===== src/rtl/local_alignment_clone_finder_defines.svh =====
// Assertion helpers used by the clone finder module.
`ifndef LOCAL_ALIGNMENT_CLONE_FINDER_DEFINES_SVH
`define LOCAL_ALIGNMENT_CLONE_FINDER_DEFINES_SVH

// Overlapping implication, sampled on the block clock outside reset.
`define LACF_ASSERT_IMP(lbl, ante, cons, msg) \
  lbl: assert property (@(posedge clk_i) disable iff (!rst_ni) (ante) |-> (cons)) \
    else $error(msg);

// Next-cycle implication, sampled on the block clock outside reset.
`define LACF_ASSERT_NXT(lbl, ante, cons, msg) \
  lbl: assert property (@(posedge clk_i) disable iff (!rst_ni) (ante) |=> (cons)) \
    else $error(msg);

`endif


===== src/rtl/lacf_ram.sv =====
module lacf_ram #(
  parameter int unsigned DataW = 14,
  parameter int unsigned AddrW = 8
) (
  input  logic             clk_i,
  input  logic             we_i,
  input  logic [AddrW-1:0] waddr_i,
  input  logic [DataW-1:0] wdata_i,
  input  logic [AddrW-1:0] raddr_i,
  output logic [DataW-1:0] rdata_o
);

  logic [DataW-1:0] mem_q [2**AddrW];
  logic [DataW-1:0] rdata_q;

  // One write port and one registered read port.
  always_ff @(posedge clk_i) begin
    if (we_i) begin
      mem_q[waddr_i] <= wdata_i;
    end
    rdata_q <= mem_q[raddr_i];
  end

  assign rdata_o = rdata_q;

endmodule


===== config.mk =====
export PLATFORM = sky130hd
export DESIGN_NAME = lacf_ram
export DESIGN_NICKNAME = d
export VERILOG_FILES = /design/src/rtl/local_alignment_clone_finder_defines.svh /design/src/rtl/lacf_ram.sv
export SDC_FILE = /design/constraint.sdc
export NUM_CORES = 2
export LEC_CHECK = 0
export BUFFER_PORTS_ARGS = -buffer_cell sky130_fd_sc_hd__buf_2
export CAP_MARGIN = 20
export CORE_UTILIZATION = 46
export CTS_BUF_LIST = sky130_fd_sc_hd__clkbuf_8 sky130_fd_sc_hd__clkbuf_16
export DETAILED_ROUTE_END_ITERATION = 8
export SLEW_MARGIN = 20
export SYNTH_ARGS = -nofsm -noshare
export SYNTH_HDL_FRONTEND = slang
export SYNTH_SLANG_ARGS = --single-unit

===== constraint.sdc =====
create_clock -name clk_i -period 3.6 [get_ports clk_i]
set_clock_uncertainty 0.05 [all_clocks]
set_input_delay 0.18 -clock clk_i [delete_from_list [all_inputs] [get_ports clk_i]]
set_output_delay 0.18 -clock clk_i [all_outputs]
set_load 0.01 [all_outputs]

## After elaboration in Yosys (flattened, before gate mapping)

Memory sizes are Yosys's and may differ from the RTL's. A register that Yosys moved wholly into a read port is not among the register bits.
Cells that the tools add are included.

| cells by class | value |
|---|---|
| multiplexer cells | 2 |

Operators by type and width:

| kind | count |
|---|---|
| $mux 1 | 2 |

| word-level totals | value |
|---|---|
| register bits | 0 |
| logic and storage cells | 3 |
| RAM bits | 3584 |
| bits of input ports | 32 |
| memories | 1 |

Memory list:

| memory | words | bits a word | read ports | clocked after memory_dff | write ports | line | text |
|---|---|---|---|---|---|---|---|
| mem_q | 256 | 14 | 1 | 1 | 1 | lacf_ram.sv:13 | `logic [DataW-1:0] mem_q [2**AddrW];` |

## Longest topological paths before layout

| depth | value |
|---|---|
| word-level depth | 2 |
| gate-level depth with buffers | 13 |
| depth with buffers taken out | 6 |

## Worst setup path after synthesis

No wires, ideal clock.

| timing | value |
|---|---|
| path type | input to register |
| start | input raddr_i[0] |
| end | register rdata_q[12], in the netlist rdata_o[12] (read register of mem_q) |
| slack | 1253 ps |
| arrival | 2169 ps |
| buffers on the path | 5 |
| setup time | 128 ps |
| stages | 10 |
| data required time | 3422 ps |
| cells stage by stage | buf_6 -> buf_6 -> buf_6 -> buf_6 -> buf_2 -> mux4_2 -> a22oi_1 -> a21oi_1 -> nor4_1 -> nor3_2 |

RTL lines:

| item | line | text |
|---|---|---|
| from (decl) | lacf_ram.sv:9 | `input logic [AddrW-1:0] raddr_i,` |
| to (decl) | lacf_ram.sv:14 | `logic [DataW-1:0] rdata_q;` |

==> out/summary.txt <==
CTS max path bufs - 4
Mapped Area - 139000 um^2
pwr/cell area - 554 nW/um^2
I/O pin total - 46
Startpoint Class - flip-flop
top cells by area, synth - edfxtp_1 78%, mux4_2 14%, mux2i_1 2.1%, nor2_1 0.81%, a22oi_1 0.50%
clock sinks - 3598
drt pass-1 iters - 8
flop2flop setup slack - 710 ps
mux contribution to synthesized area - 16.3%
Synth Area in Simple Gates - 1.75%
Post-synth EDFFs - 3584
total die area - 304000 um^2
Synth Area in Compound Gates - 2.55%
Cells after Synth - 6142
Rel. slew slack - 20.8%
Primary FF master, synth - edfxtp_1
WL/cell - 32.9 um
layout cell share with drive strength beyond 1 - 29.1%
# DRC - 0
GRT Util Overall - 24.1%
post-route ant nets - 0
Setup TNS Final - 0 ps
f_max - 347 MHz
synth warn - 0
Die Ht - 551 um
sequential area share after synthesis - 77.7%
CP Max Fanout - 1
Routed WL - 365 mm
GRT Residual Overflow - 0
vias in the first global route - 67200
I/O Buffers - 45
Total Power - 88.4 mW
GPL Wtd Cong - 0.845
Synth Area in XOR/XNOR - 0%
most common cell in the netlist - edfxtp_1
Post-DP HPWL - 219 mm
NumNets Final - 6841
arrival time worst endpoint - 3660 ps
Clk pin slew, worst setup/hold paths - 60 ps
global-route wire length before repair - 516 mm
outcome - completed
maximum vdd drop - 0.446 mV
worst hold path class - in2reg
Synth Area in Adders - 0%
initial antenna violation count - 25
Crit Path Class - reg2reg
Final Max Tran Viols - 0
P_leak - 50.9 nW
Worst-Skew Late Latency - 980 ps
Std-Cell Rows - 201
Horiz. Die Dim - 551 um
met3 GRT Util - 3.70%
Initial Utilization - 46.3%
Worst EP required - 4370 ps
largest area contributor in the netlist - edfxtp_1
post-synthesis area per instance - 22.6 um^2
synth cell count leaders - 3584 x edfxtp_1, 859 x mux4_2, 301 x nor2_1
Syn-to-layout area delta - 14.9%
max_cap viols - 0
fin util - 53.2%
DR vias - 67800
H-tree depth - 5
postcts setup bufs - 0
part of the cycle the worst path needs - 80.1%
Via density - 6.12
met1 global-route usage - 35.1%
largest family of logic cells by synthesized area - multiplexers
slew at the pin with the worst max-slew slack - 1190 ps
Synth top area share - 77.5%
crit end category - flip-flop
syn nets - 6174
CTS Root Cell - clkbuf_16
synthesized flop and latch total - 3598
largest net degree at the start of global routing - 140
FFs w/ async S/R, synth - 0%
grt peak-use layer - met2
number of DRC markers in iteration 0 - 8641
unrepaired setup endpoints after global routing - no
Core ar. - 300000 um^2
GR Util met2 - 37.9%
CTS tree - yes
Yosys cell types - 58
setup violators final - 0
final hold violation count - 0
Tmin final - 2890 ps
TritonCTS Buffers - 369
==> kinds of logic (layout without fill, tap and decap cells) <==
group                  after synthesis  after routing
multiplexers                      1167           1167
flip-flops                        3598           3598
AO/OA/AOI/OAI                      475            475
buffers and inverters              371           1335
AND/OR/NAND/NOR                    531            531
other                                0             15
==> final timing paths <==
kind,start,end,depth (start not counted)
max,mem_q[87][10],rdata_o[10],6
min,waddr_i[4],mem_q[59][2],4
max reg2reg,mem_q[87][10],rdata_o[10],6
min reg2reg,mem_q[230][4],rdata_o[4],4
==> sequential cells by signal (all words and copies together), names as in the netlist <==
name     flops
mem_q     3584
rdata_o     14
==> power breakdown <==
part / internal [mW] / leakage (nW) / switching [mW] / total [mW]
Sequential: 46.2 / 32.3 / 0.114 / 46.3
Combinational: 1.68 / 12.5 / 2.87 / 4.55
Clock: 21.2 / 6.09 / 16.3 / 37.6
==> critical path, stage by stage, from the launching register on <==
cell	delay [ps]
edfxtp_1	350
mux4_2	490
mux4_2	550
and2_1	200
nor4_2	830
buf_4	260
a211oi_2	40
==> final cells by class <==
class	count	area [um^2]
Fill cell	22800	140000
Sequential cell	3598	108000
Multi-Input combinational cell	2173	28600
Clock buffer	376	9360
Timing Repair Buffer	665	6060
Tap cell	3958	4950
Clock inverter	292	2590
Antenna cell	15	37.5
Inverter	2	10.0
==> cells in the final DEF (no fill, tap or decap), types with 65 or more instances in the layout <==
master | netlist | layout
a211oi_1 | 65 | 65
a21oi_1 | 74 | 74
a22oi_1 | 92 | 92
buf_12 | 14 | 74
buf_4 | 42 | 523
clkbuf_16 | 0 | 372
clkinv_1 | 0 | 89
edfxtp_1 | 3584 | 3584
inv_1 | 2 | 78
mux2i_1 | 290 | 290
mux4_2 | 859 | 859
nor2_1 | 301 | 299
==> metrics by stage <==
| step | setup slack, ps | cells | hold WS (ps) | area [um^2] |
|---|---|---|---|---|
| after global placement | -129 | 10400 | 611 | 147000 |
| after detailed placement | -105 | 10400 | 599 | 147000 |
| final | 715 | 11100 | 82.4 | 160000 |
| after global routing | 706 | 11100 | 109 | 160000 |
| after floorplan | 1250 | 6142 | 229 | 139000 |
| after CTS | 627 | 11100 | 24.6 | 159000 |
==> timing repair <==
item / 4_1_cts / 5_1_grt
gates resized for setup: 0 / 0
hold endpoints to repair: 1880 / 0
hold buffers: 23 / 0
==> metal layers <==
layer  wire length, um  up-vias
met5                 0        -
met4             10500        0
met3             28700      481
met2            173000     2958
met1            152000    36900
li1                  -    27500
No activity file was read; power rests on OpenSTA's default activity.
