--- config.mk ---
export PLATFORM = sky130hd
export DESIGN_NAME = lacf_cell_unit
export DESIGN_NICKNAME = d
export VERILOG_FILES = /design/src/rtl/local_alignment_clone_finder_defines.svh /design/src/rtl/lacf_pkg.sv /design/src/rtl/lacf_cell_unit.sv
export SDC_FILE = /design/constraint.sdc
export NUM_CORES = 1
export LEC_CHECK = 0
export BUFFER_PORTS_ARGS = -buffer_cell sky130_fd_sc_hd__buf_2
export CORE_MARGIN = 4
export CORE_UTILIZATION = 26
export DETAILED_ROUTE_END_ITERATION = 10
export GPL_ROUTABILITY_DRIVEN = 0
export MAX_ROUTING_LAYER = met4
export PLACE_DENSITY = 0.53
export SLEW_MARGIN = 0
export SYNTH_ARGS = -nofsm -noshare
export SYNTH_HDL_FRONTEND = slang
export SYNTH_SLANG_ARGS = --single-unit
--- constraint.sdc ---
create_clock -name vclk -period 12.38
set_input_delay 0 -clock vclk [all_inputs]
set_output_delay 0 -clock vclk [all_outputs]
set_load 0.01 [all_outputs]
--- src/rtl/local_alignment_clone_finder_defines.svh ---
// Assertion helpers used by the clone finder module.
`ifndef LOCAL_ALIGNMENT_CLONE_FINDER_DEFINES_SVH
`define LOCAL_ALIGNMENT_CLONE_FINDER_DEFINES_SVH

// Overlapping implication, sampled on the block clock outside reset.
`define LACF_ASSERT_IMP(lbl, ante, cons, msg) \
  lbl: assert property (@(posedge clk_i) disable iff (!rst_ni) (ante) |-> (cons)) \
    else $error(msg);

// Next-cycle implication, sampled on the block clock outside reset.
`define LACF_ASSERT_NXT(lbl, ante, cons, msg) \
  lbl: assert property (@(posedge clk_i) disable iff (!rst_ni) (ante) |=> (cons)) \
    else $error(msg);

`endif

--- src/rtl/lacf_pkg.sv ---
package lacf_pkg;

  localparam int unsigned OP_W    = 2;
  localparam int unsigned SYM_W   = 10;
  localparam int unsigned SCORE_W = 14;
  localparam int unsigned PEN_W   = 6;
  localparam int unsigned SEP_W   = 4;
  localparam int unsigned IDX_W   = 8;
  localparam int unsigned DIR_W   = 3;
  localparam int unsigned CNT_W   = 6;
  localparam int unsigned CFG_IDX_W  = 3;
  localparam int unsigned CFG_DATA_W = 14;

  localparam logic [SCORE_W-1:0] SCORE_MAX = 14'd16383;

  // Input operations.
  localparam logic [OP_W-1:0] OP_APPEND_A = 2'd0;
  localparam logic [OP_W-1:0] OP_APPEND_B = 2'd1;
  localparam logic [OP_W-1:0] OP_RUN      = 2'd2;

  // Direction codes; the top bit is the clone mark.
  localparam logic [1:0] DIR_END  = 2'd0;
  localparam logic [1:0] DIR_LEFT = 2'd1;
  localparam logic [1:0] DIR_UP   = 2'd2;
  localparam logic [1:0] DIR_DIAG = 2'd3;

  // Configuration register indexes.
  localparam logic [CFG_IDX_W-1:0] REG_MATCH    = 3'd0;
  localparam logic [CFG_IDX_W-1:0] REG_MISMATCH = 3'd1;
  localparam logic [CFG_IDX_W-1:0] REG_GAP      = 3'd2;
  localparam logic [CFG_IDX_W-1:0] REG_MIN      = 3'd3;
  localparam logic [CFG_IDX_W-1:0] REG_SEP      = 3'd4;

  // Configuration reset values.
  localparam logic [PEN_W-1:0]   RST_MATCH    = 6'd10;
  localparam logic [PEN_W-1:0]   RST_MISMATCH = 6'd10;
  localparam logic [PEN_W-1:0]   RST_GAP      = 6'd18;
  localparam logic [SCORE_W-1:0] RST_MIN      = 14'd12;
  localparam logic [SEP_W-1:0]   RST_SEP      = 4'd2;

  typedef struct packed {
    logic [PEN_W-1:0]   match_score;
    logic [PEN_W-1:0]   mismatch_penalty;
    logic [PEN_W-1:0]   gap_penalty;
    logic [SCORE_W-1:0] min_clone_score;
    logic [SEP_W-1:0]   clone_separation;
  } cfg_t;

  typedef enum logic [10:0] {
    S_IDLE       = 11'b000_0000_0001,
    S_FILL_RD    = 11'b000_0000_0010,
    S_FILL_CALC  = 11'b000_0000_0100,
    S_SCAN_RD    = 11'b000_0000_1000,
    S_SCAN_CHK   = 11'b000_0001_0000,
    S_WIN_RD     = 11'b000_0010_0000,
    S_WIN_CHK    = 11'b000_0100_0000,
    S_TRACE_RD   = 11'b000_1000_0000,
    S_TRACE_STEP = 11'b001_0000_0000,
    S_REPORT     = 11'b010_0000_0000,
    S_FINAL      = 11'b100_0000_0000
  } state_e;

endpackage

--- src/rtl/lacf_cell_unit.sv ---
module lacf_cell_unit (
  input  lacf_pkg::cfg_t                 cfg_i,
  input  logic                           eq_i,
  input  logic [lacf_pkg::SCORE_W-1:0]   left_i,
  input  logic [lacf_pkg::SCORE_W-1:0]   up_i,
  input  logic [lacf_pkg::SCORE_W-1:0]   diag_i,
  output logic [lacf_pkg::SCORE_W-1:0]   best_o,
  output logic [1:0]                     dir_o
);

  logic signed [15:0] diag_s, left_s, up_s, best_s;

  // Candidate scores of the three moves.
  always_comb begin
    diag_s = eq_i ? $signed(16'(diag_i)) + $signed(16'(cfg_i.match_score))
                  : $signed(16'(diag_i)) - $signed(16'(cfg_i.mismatch_penalty));
    left_s = $signed(16'(left_i)) - $signed(16'(cfg_i.gap_penalty));
    up_s   = $signed(16'(up_i)) - $signed(16'(cfg_i.gap_penalty));
  end

  // Floor at zero; diagonal wins ties over left, left over up.
  always_comb begin
    best_s = '0;
    dir_o  = lacf_pkg::DIR_END;
    if (diag_s > best_s) begin
      best_s = diag_s;
      dir_o  = lacf_pkg::DIR_DIAG;
    end
    if (left_s > best_s) begin
      best_s = left_s;
      dir_o  = lacf_pkg::DIR_LEFT;
    end
    if (up_s > best_s) begin
      best_s = up_s;
      dir_o  = lacf_pkg::DIR_UP;
    end
    if (best_s > $signed(16'(lacf_pkg::SCORE_MAX))) begin
      best_o = lacf_pkg::SCORE_MAX;
    end else begin
      best_o = best_s[lacf_pkg::SCORE_W-1:0];
    end
  end

endmodule
Word-level counts from Yosys, hierarchy flattened
Cells that the tools add are included.

storage, ports and cells
  bits in latches = 0
  output and inout port bits = 16
  register bits after elaboration = 0
  memories = 0
  memory bits (read-only) = 0
  bits in writable memories = 0
  bits of input ports = 79

operators by class
  $mul = 0
  reductions and logical operators = 0
  add/subtract/negate cells = 4
  bitwise operators = 0
  shifts and indexed selects = 0
  order comparisons = 4
  muxes and demuxes = 8
  divide/modulo/power cells = 0
  equal/unequal tests = 0

operators with widths
  kind                                                  number
  2-to-1 mux 16 bit                                     4
  subtractor 14 x 6 -> 15 bit                           3
  > comparator 15 x 16 -> 1 bit                         2
  > comparator 16 x 1 -> 1 bit, second input constant   1
  > comparator 16 x 15 -> 1 bit, second input constant  1
  adder 14 x 6 -> 15 bit                                1
  2-to-1 mux 14 bit                                     1
  2-to-1 mux 2 bit                                      3

Longest topological paths before layout
Gate-level depths: netlist of run 1.

  word-level depth = 10
  mapped depth = 29
  depth with buffers taken out = 28

Worst setup path after synthesis of run 1
Ideal clock, no wire load.

  path type = in2out
  start = input left_i[0] (netlist name)
  end = output dir_o[1]
  data arrival time = 5.175 ns
  slack = 7.205 ns
  buffers on the path = 3
  cell stages on the path = 27
  data required time = 12.380 ns
  path through = inv_1 -> ha_1 -> inv_1 -> fa_1 -> a21o_1 -> a211oi_1 -> nor2_1 -> nor3_1 -> or2b_1 -> xnor2_1 -> ha_1 -> and3_1 -> a221o_1 -> a21oi_1 -> o211ai_1 -> and3_4 -> buf_6 -> buf_12 -> mux2i_2 -> ha_1 -> nand4_1 -> nor3_1 -> o211ai_1 -> a211o_1 -> nand2_1 -> clkbuf_1 -> o21bai_1

on the way
  cells in the longest elaborated chain, start to end = 5
  elaborated cells on any way between the ends = 6

ends and longest elaborated chain
  element                        RTL line              RTL
  start, declared                lacf_cell_unit.sv:4   input logic [lacf_pkg::SCORE_W-1:0] left_i,
  subtractor 14 x 6 -> 15 bit *  lacf_cell_unit.sv:17  left_s = $signed(16'(left_i)) - $signed(16'(cfg_i.gap_penalty));
  > comparator 15 x 16 -> 1 bit  lacf_cell_unit.sv:29  if (left_s > best_s) begin
  2-to-1 mux 16 bit              lacf_cell_unit.sv:29
  > comparator 15 x 16 -> 1 bit  lacf_cell_unit.sv:33  if (up_s > best_s) begin
  2-to-1 mux 2 bit *             lacf_cell_unit.sv:33
  end, declared                  lacf_cell_unit.sv:8   output logic [1:0] dir_o

Every way passes the cells marked *; elsewhere a longest branch is shown, timed or not.

Worst setup path in the final report of run 1
  start = input left_i[0] (netlist name)
  end = output best_o[8] (netlist name)

on the way
  cells in the longest elaborated chain, start to end = 7

ends and longest elaborated chain
  element                        RTL line              RTL
  subtractor 14 x 6 -> 15 bit *  lacf_cell_unit.sv:17
  > comparator 15 x 16 -> 1 bit  lacf_cell_unit.sv:29
  2-to-1 mux 16 bit *            lacf_cell_unit.sv:29
  > comparator 15 x 16 -> 1 bit  lacf_cell_unit.sv:33
  2-to-1 mux 16 bit *            lacf_cell_unit.sv:33
  > comparator 16 x 15 -> 1 bit  lacf_cell_unit.sv:37  if (best_s > $signed(16'(lacf_pkg::SCORE_MAX))) begin
  2-to-1 mux 14 bit *            lacf_cell_unit.sv:37
  end, declared                  lacf_cell_unit.sv:7   output logic [lacf_pkg::SCORE_W-1:0] best_o,

Marked as above.

==> results of run 1 <==
where the power goes:
| part | switching, W | internal [W] | leakage, nW | total (W) |
|---|---|---|---|---|
| Sequential | 0 | 0 | 0 | 0 |
| Combinational | 0.000112 | 0.0000895 | 1.68 | 0.000201 |
| Clock | 0 | 0 | 0 | 0 |
| Total | 0.000112 | 0.0000895 | 1.68 | 0.000201 |
cell families after synthesis:
logic type | count (synthesis)
AOI/OAI and AO/OA | 104
xor gates and xnor gates | 33
muxes | 14
buffers and inverters | 56
other | 1
adders and majority gates | 58
and+or+nand+nor | 127
metrics by stage:
stage | hold slack (ns) | setup WS (ns) | util, % | cell area (µm²) | instances
3_5_place_dp | 0.454 | 5.75 | 31.2 | 3400 | 601
5_1_grt | 0.486 | 5.15 | 31.2 | 3400 | 601
2_1_floorplan | 0.213 | 7.20 | - | 2910 | 393
4_1_cts | 0.456 | 5.70 | 31.2 | 3400 | 601
6_report | 0.466 | 5.82 | 31.2 | 3400 | 601
3_3_place_gp | 0.452 | 5.84 | 31.2 | 3400 | 601
cells in the mapped netlist (8+ instances only):
cell / number
a21oi_1: 22
a21o_1: 11
xnor2_1: 20
nand4_1: 9
o21ai_0: 12
nand2_1: 16
inv_1: 47
a22oi_1: 8
nor2_1: 26
ha_1: 54
mux2i_1: 8
nand3_1: 15
nand2b_1: 9
o21a_1: 10
xor2_1: 13
layer usage:
metal | GRT usage [%] | wire [µm]
met1 | 18.3 | 4080
met2 | 21.4 | 3680
met3 | 0.477 | 406
met4 | 0.321 | 25
met5 | - | 0
worst max-delay path, delay by kind of cell:
kind            cells  cell delay, ns
compound gates     10            2.05
xor+xnor            1            0.23
fa+ha+maj           4            1.05
buf+inv             5            0.45
mux                 1            0.38
simple gates        8            2.39
final timing paths:
check / start / cells after the start / to / slack [ns]
setup / recovery: left_i[0] / 29 / best_o[8] / 5.82
hold / removal: up_i[6] / 4 / best_o[6] / 0.47
final cells by class:
cell class         instances  area share, %
well taps                140           5.16
inverters                 47           5.20
repair buffers            77           11.3
multi-input cells        337           78.3
==> impl_metrics.csv, run 1 <==
group,metric,value,unit
setup_path,cpPeakStageDelay,0.69,ns
outcome,run_status,"complete, no violations",
route,drt_first_pass_iters,4,
sta,rsz0062_at_grt,"false",
logic_synthesis,synthCells,393,
placement,dp_hpwl,7320,µm
logic_synthesis,ys_warn_count,0,
setup_path,crit_slowest_cell,"nor2_1",
job,max_cap_violations,0,
setup_path,cp.arrival,6.56,ns
clock_tree,post_cts_buffers,0,
setup_path,crit_path_start_kind,"input port",
setup_path,crit_fanout,17,
clock_tree,ctsHoldBuffers,0,
finish,final_cell_mix,"77 x buf_2, 54 x ha_1, 47 x inv_1, 26 x nor2_1, 22 x a21oi_1",
setup_path,required,12.38,ns
pwr,power_density,59.3,nW/µm²
pwr,irDropWorstVdd,0.0000228,V
sta,slew_violations,0,
route,vias,2952,
global_routing,grt_max_degree,22,
sta,tightestPinTransition,0.705,ns
logic_synthesis,synth_compound_area_share,25.0,%
logic_synthesis,yosysSeqAreaShare,0,%
route,viasPerCell,4.91,
logic_synthesis,synth_fp_nets,530,
logic_synthesis,synthMuxAreaShare,5.51,%
floorplanning,die_y,114,µm
floorplanning,dieArea,12900,µm²
finish,nets,600,
logic_synthesis,synth_adder_area_share,26.0,%
finish,drive_gt1_share,21.0,%
route,detail-route-antenna-nets,0,
finish,fill_cells,1207,
clock_tree,cts_resized,0,
finish,clock_buffers,0,
floorplanning,core,10900,µm²
route,wl,8190,µm
sta,hold_viol,0,
setup_path,worstSetupPathType,"input port to primary output",
finish,multiInputGateArea,2660,µm²
logic_synthesis,syn_area,2910,µm²
finish,seq_area,0,µm²
sta,post-route-period-util,53.0,%
finish,area_growth,16.9,%
logic_synthesis,synth_top_area_share,23.3,%
global_routing,antenna_found_initial,0,
logic_synthesis,synthSimpleGateAreaFrac,24.9,%
logic_synthesis,yosysTopAreaCell,"ha_1",
global_routing,grt_overflow,0,
pwr,p_leak,1.68,nW
logic_synthesis,synth_top_family_by_area,"adder cells",
finish,antennaDiodeCount,0,
logic_synthesis,yosys-top-cells-area,"ha_1 23%, inv_1 6.1%, xnor2_1 6.0%",
sta,slew_headroom,52.8,%
global_routing,grt_pass1_wl,13700,µm
sta,fmax,152,MHz
floorplanning,initial_core_util,26.7,%
placement,io_buffers,77,
pwr,total_power,0.000201,W
global_routing,grt_pass1_vias,2917,
floorplanning,rows,38,
sta,fin_setup_tns,0,ns
logic_synthesis,synth_xor_area_share,9.95,%
sta,period_needed,6.56,ns
setup_path,end_kind,"primary output",
logic_synthesis,synth_cell_types,64,
logic_synthesis,syn_avg_cell_area,7.39,µm²
floorplanning,ioPinCount,95,
route,drc,0,
finish,seq_cell_count,0,
route,drt_iter0_markers,97,
route,avgRoutedWirePerCell,13.6,µm
finish,final_common_cell,"buf_2",
global_routing,gr-usage-all-layers,12.8,%
floorplanning,die_w,114,µm
sta,setup_viol,0,
min_path,hold_path.class,"input port to primary output",
Note: power is estimated with default switching activity, not from simulation.
==> inputs of run 2 (changes only) <==
==> constraint.sdc (replaced) <==
create_clock -name vclk -period 6.3
set_input_delay 0 -clock vclk [all_inputs]
set_output_delay 0 -clock vclk [all_outputs]
set_load 0.01 [all_outputs]
==> impl_metrics.csv, run 2 (synthesized netlist as in run 1, its figures left out) <==
group,metric,value,unit
sta,tightestPinTransition,0.601,ns
setup_path,cp.arrival,5.76,ns
floorplanning,dieArea,12900,µm²
finish,multiInputGateArea,2670,µm²
sta,period_needed,5.76,ns
floorplanning,ioPinCount,95,
sta,hold_viol,0,
job,max_cap_violations,0,
sta,slew_headroom,59.7,%
finish,final_common_cell,"buf_2",
pwr,p_leak,1.71,nW
global_routing,antenna_found_initial,0,
floorplanning,die_y,114,µm
sta,fin_setup_tns,0,ns
finish,antennaDiodeCount,0,
route,drc,0,
placement,io_buffers,77,
sta,fmax,174,MHz
sta,slew_violations,0,
floorplanning,core,10900,µm²
clock_tree,ctsHoldBuffers,0,
finish,area_growth,18.5,%
floorplanning,rows,38,
setup_path,crit_slowest_cell,"fa_1",
route,detail-route-antenna-nets,0,
sta,rsz0062_at_grt,"false",
route,avgRoutedWirePerCell,13.6,µm
global_routing,grt_overflow,0,
finish,drive_gt1_share,22.3,%
setup_path,crit_fanout,16,
setup_path,required,6.30,ns
pwr,power_density,117,nW/µm²
global_routing,grt_max_degree,22,
finish,nets,605,
setup_path,crit_path_start_kind,"input port",
pwr,irDropWorstVdd,0.0000421,V
min_path,worstHoldStart,"up_i[6]",
global_routing,grt_pass1_vias,2996,
finish,seq_cell_count,0,
sta,post-route-period-util,91.4,%
floorplanning,initial_core_util,26.7,%
finish,clock_buffers,0,
route,vias,2991,
global_routing,grt_pass1_wl,13900,µm
finish,final_cell_mix,"77 x buf_2, 54 x ha_1, 47 x inv_1, 25 x nor2_1, 22 x a21oi_1",
placement,dp_hpwl,7350,µm
setup_path,worstSetupPathType,"input port to primary output",
route,drt_first_pass_iters,4,
setup_path,end_kind,"primary output",
floorplanning,die_w,114,µm
outcome,run_status,"complete, no violations",
setup_path,cpPeakStageDelay,0.40,ns
min_path,hold_path.class,"input port to primary output",
min_path,hold-path-cell-count,4,
finish,seq_area,0,µm²
route,wl,8270,µm
route,viasPerCell,4.94,
global_routing,gr-usage-all-layers,12.9,%
finish,fill_cells,1211,
min_path,holdPathEnd,"best_o[6]",
finish,stdcell_area,3440,µm²
route,drt_iter0_markers,111,
sta,setup_viol,0,
placement,placed_area,3420,µm²
-- run 2: cell count changes in the layout (fill, tap and decap cells not counted), sizes merged --
| cell | before | now |
|---|---|---|
| buf | 77 | 82 |
-- run 2: worst max-delay path by stage --
stage                   start    endpoint  slack (ns)  depth (start not counted)
global route        diag_i[0]   best_o[4]        0.03                         30
finish              left_i[0]   best_o[3]        0.54                         31
floorplan           left_i[0]    dir_o[1]        1.12                         27
CTS                 diag_i[0]  best_o[10]        0.26                         29
global placement    diag_i[0]   best_o[8]        0.40                         29
detailed placement  diag_i[0]   best_o[9]        0.28                         29
-- run 2: cell type report --
| type | instances | share of cell area, % |
|---|---|---|
| multi-input cells | 337 | 77.5 |
| repair buffers | 82 | 12.3 |
| inverters | 47 | 5.12 |
| well taps | 140 | 5.09 |
-- run 2: critical path, delay by kind of cell --
kind,cells,cell delay (ns)
AND/OR/NAND/NOR,8,1.39
buffers and inverters,7,0.83
adder cells (fa/ha/maj),4,1.05
XOR/XNOR,1,0.23
AO/OA/AOI/OAI,10,1.90
multiplexers,1,0.36
-- run 2: metrics by stage --
step	hold slack (ns)	worst slack, ns	std cells	total power, W	util (%)
finish	0.456	0.540	606	0.000402	31.6
global route	0.472	0.0312	606	0.000459	31.6
CTS	0.448	0.259	604	0.000403	31.4
detailed placement	0.446	0.284	604	0.000400	31.4
global placement	0.451	0.398	604	0.000395	31.4
floorplan	0.213	1.12	393	0.000289	-
-- run 2: repair_timing --
action / CTS / global route
setup buffers: 0 / 2
gates resized for setup: 0 / 2
endpoints found under the setup margin: 0 / 12
-- run 2: metal layers --
| metal | routed length, µm | global-route usage [%] | vias up |
|---|---|---|---|
| li1 | - | - | 1586 |
| met3 | 415 | 0.637 | 4 |
| met2 | 3730 | 21.9 | 74 |
| met4 | 38 | 0.561 | 0 |
| met1 | 4080 | 17.9 | 1327 |
| met5 | 0 | - | - |
-- run 2: report_power, final --
group,internal [W],total [W],leakage [nW],switching [W]
logic,0.000181,0.000402,1.71,0.000221
clock network,0,0,0,0
registers,0,0,0,0
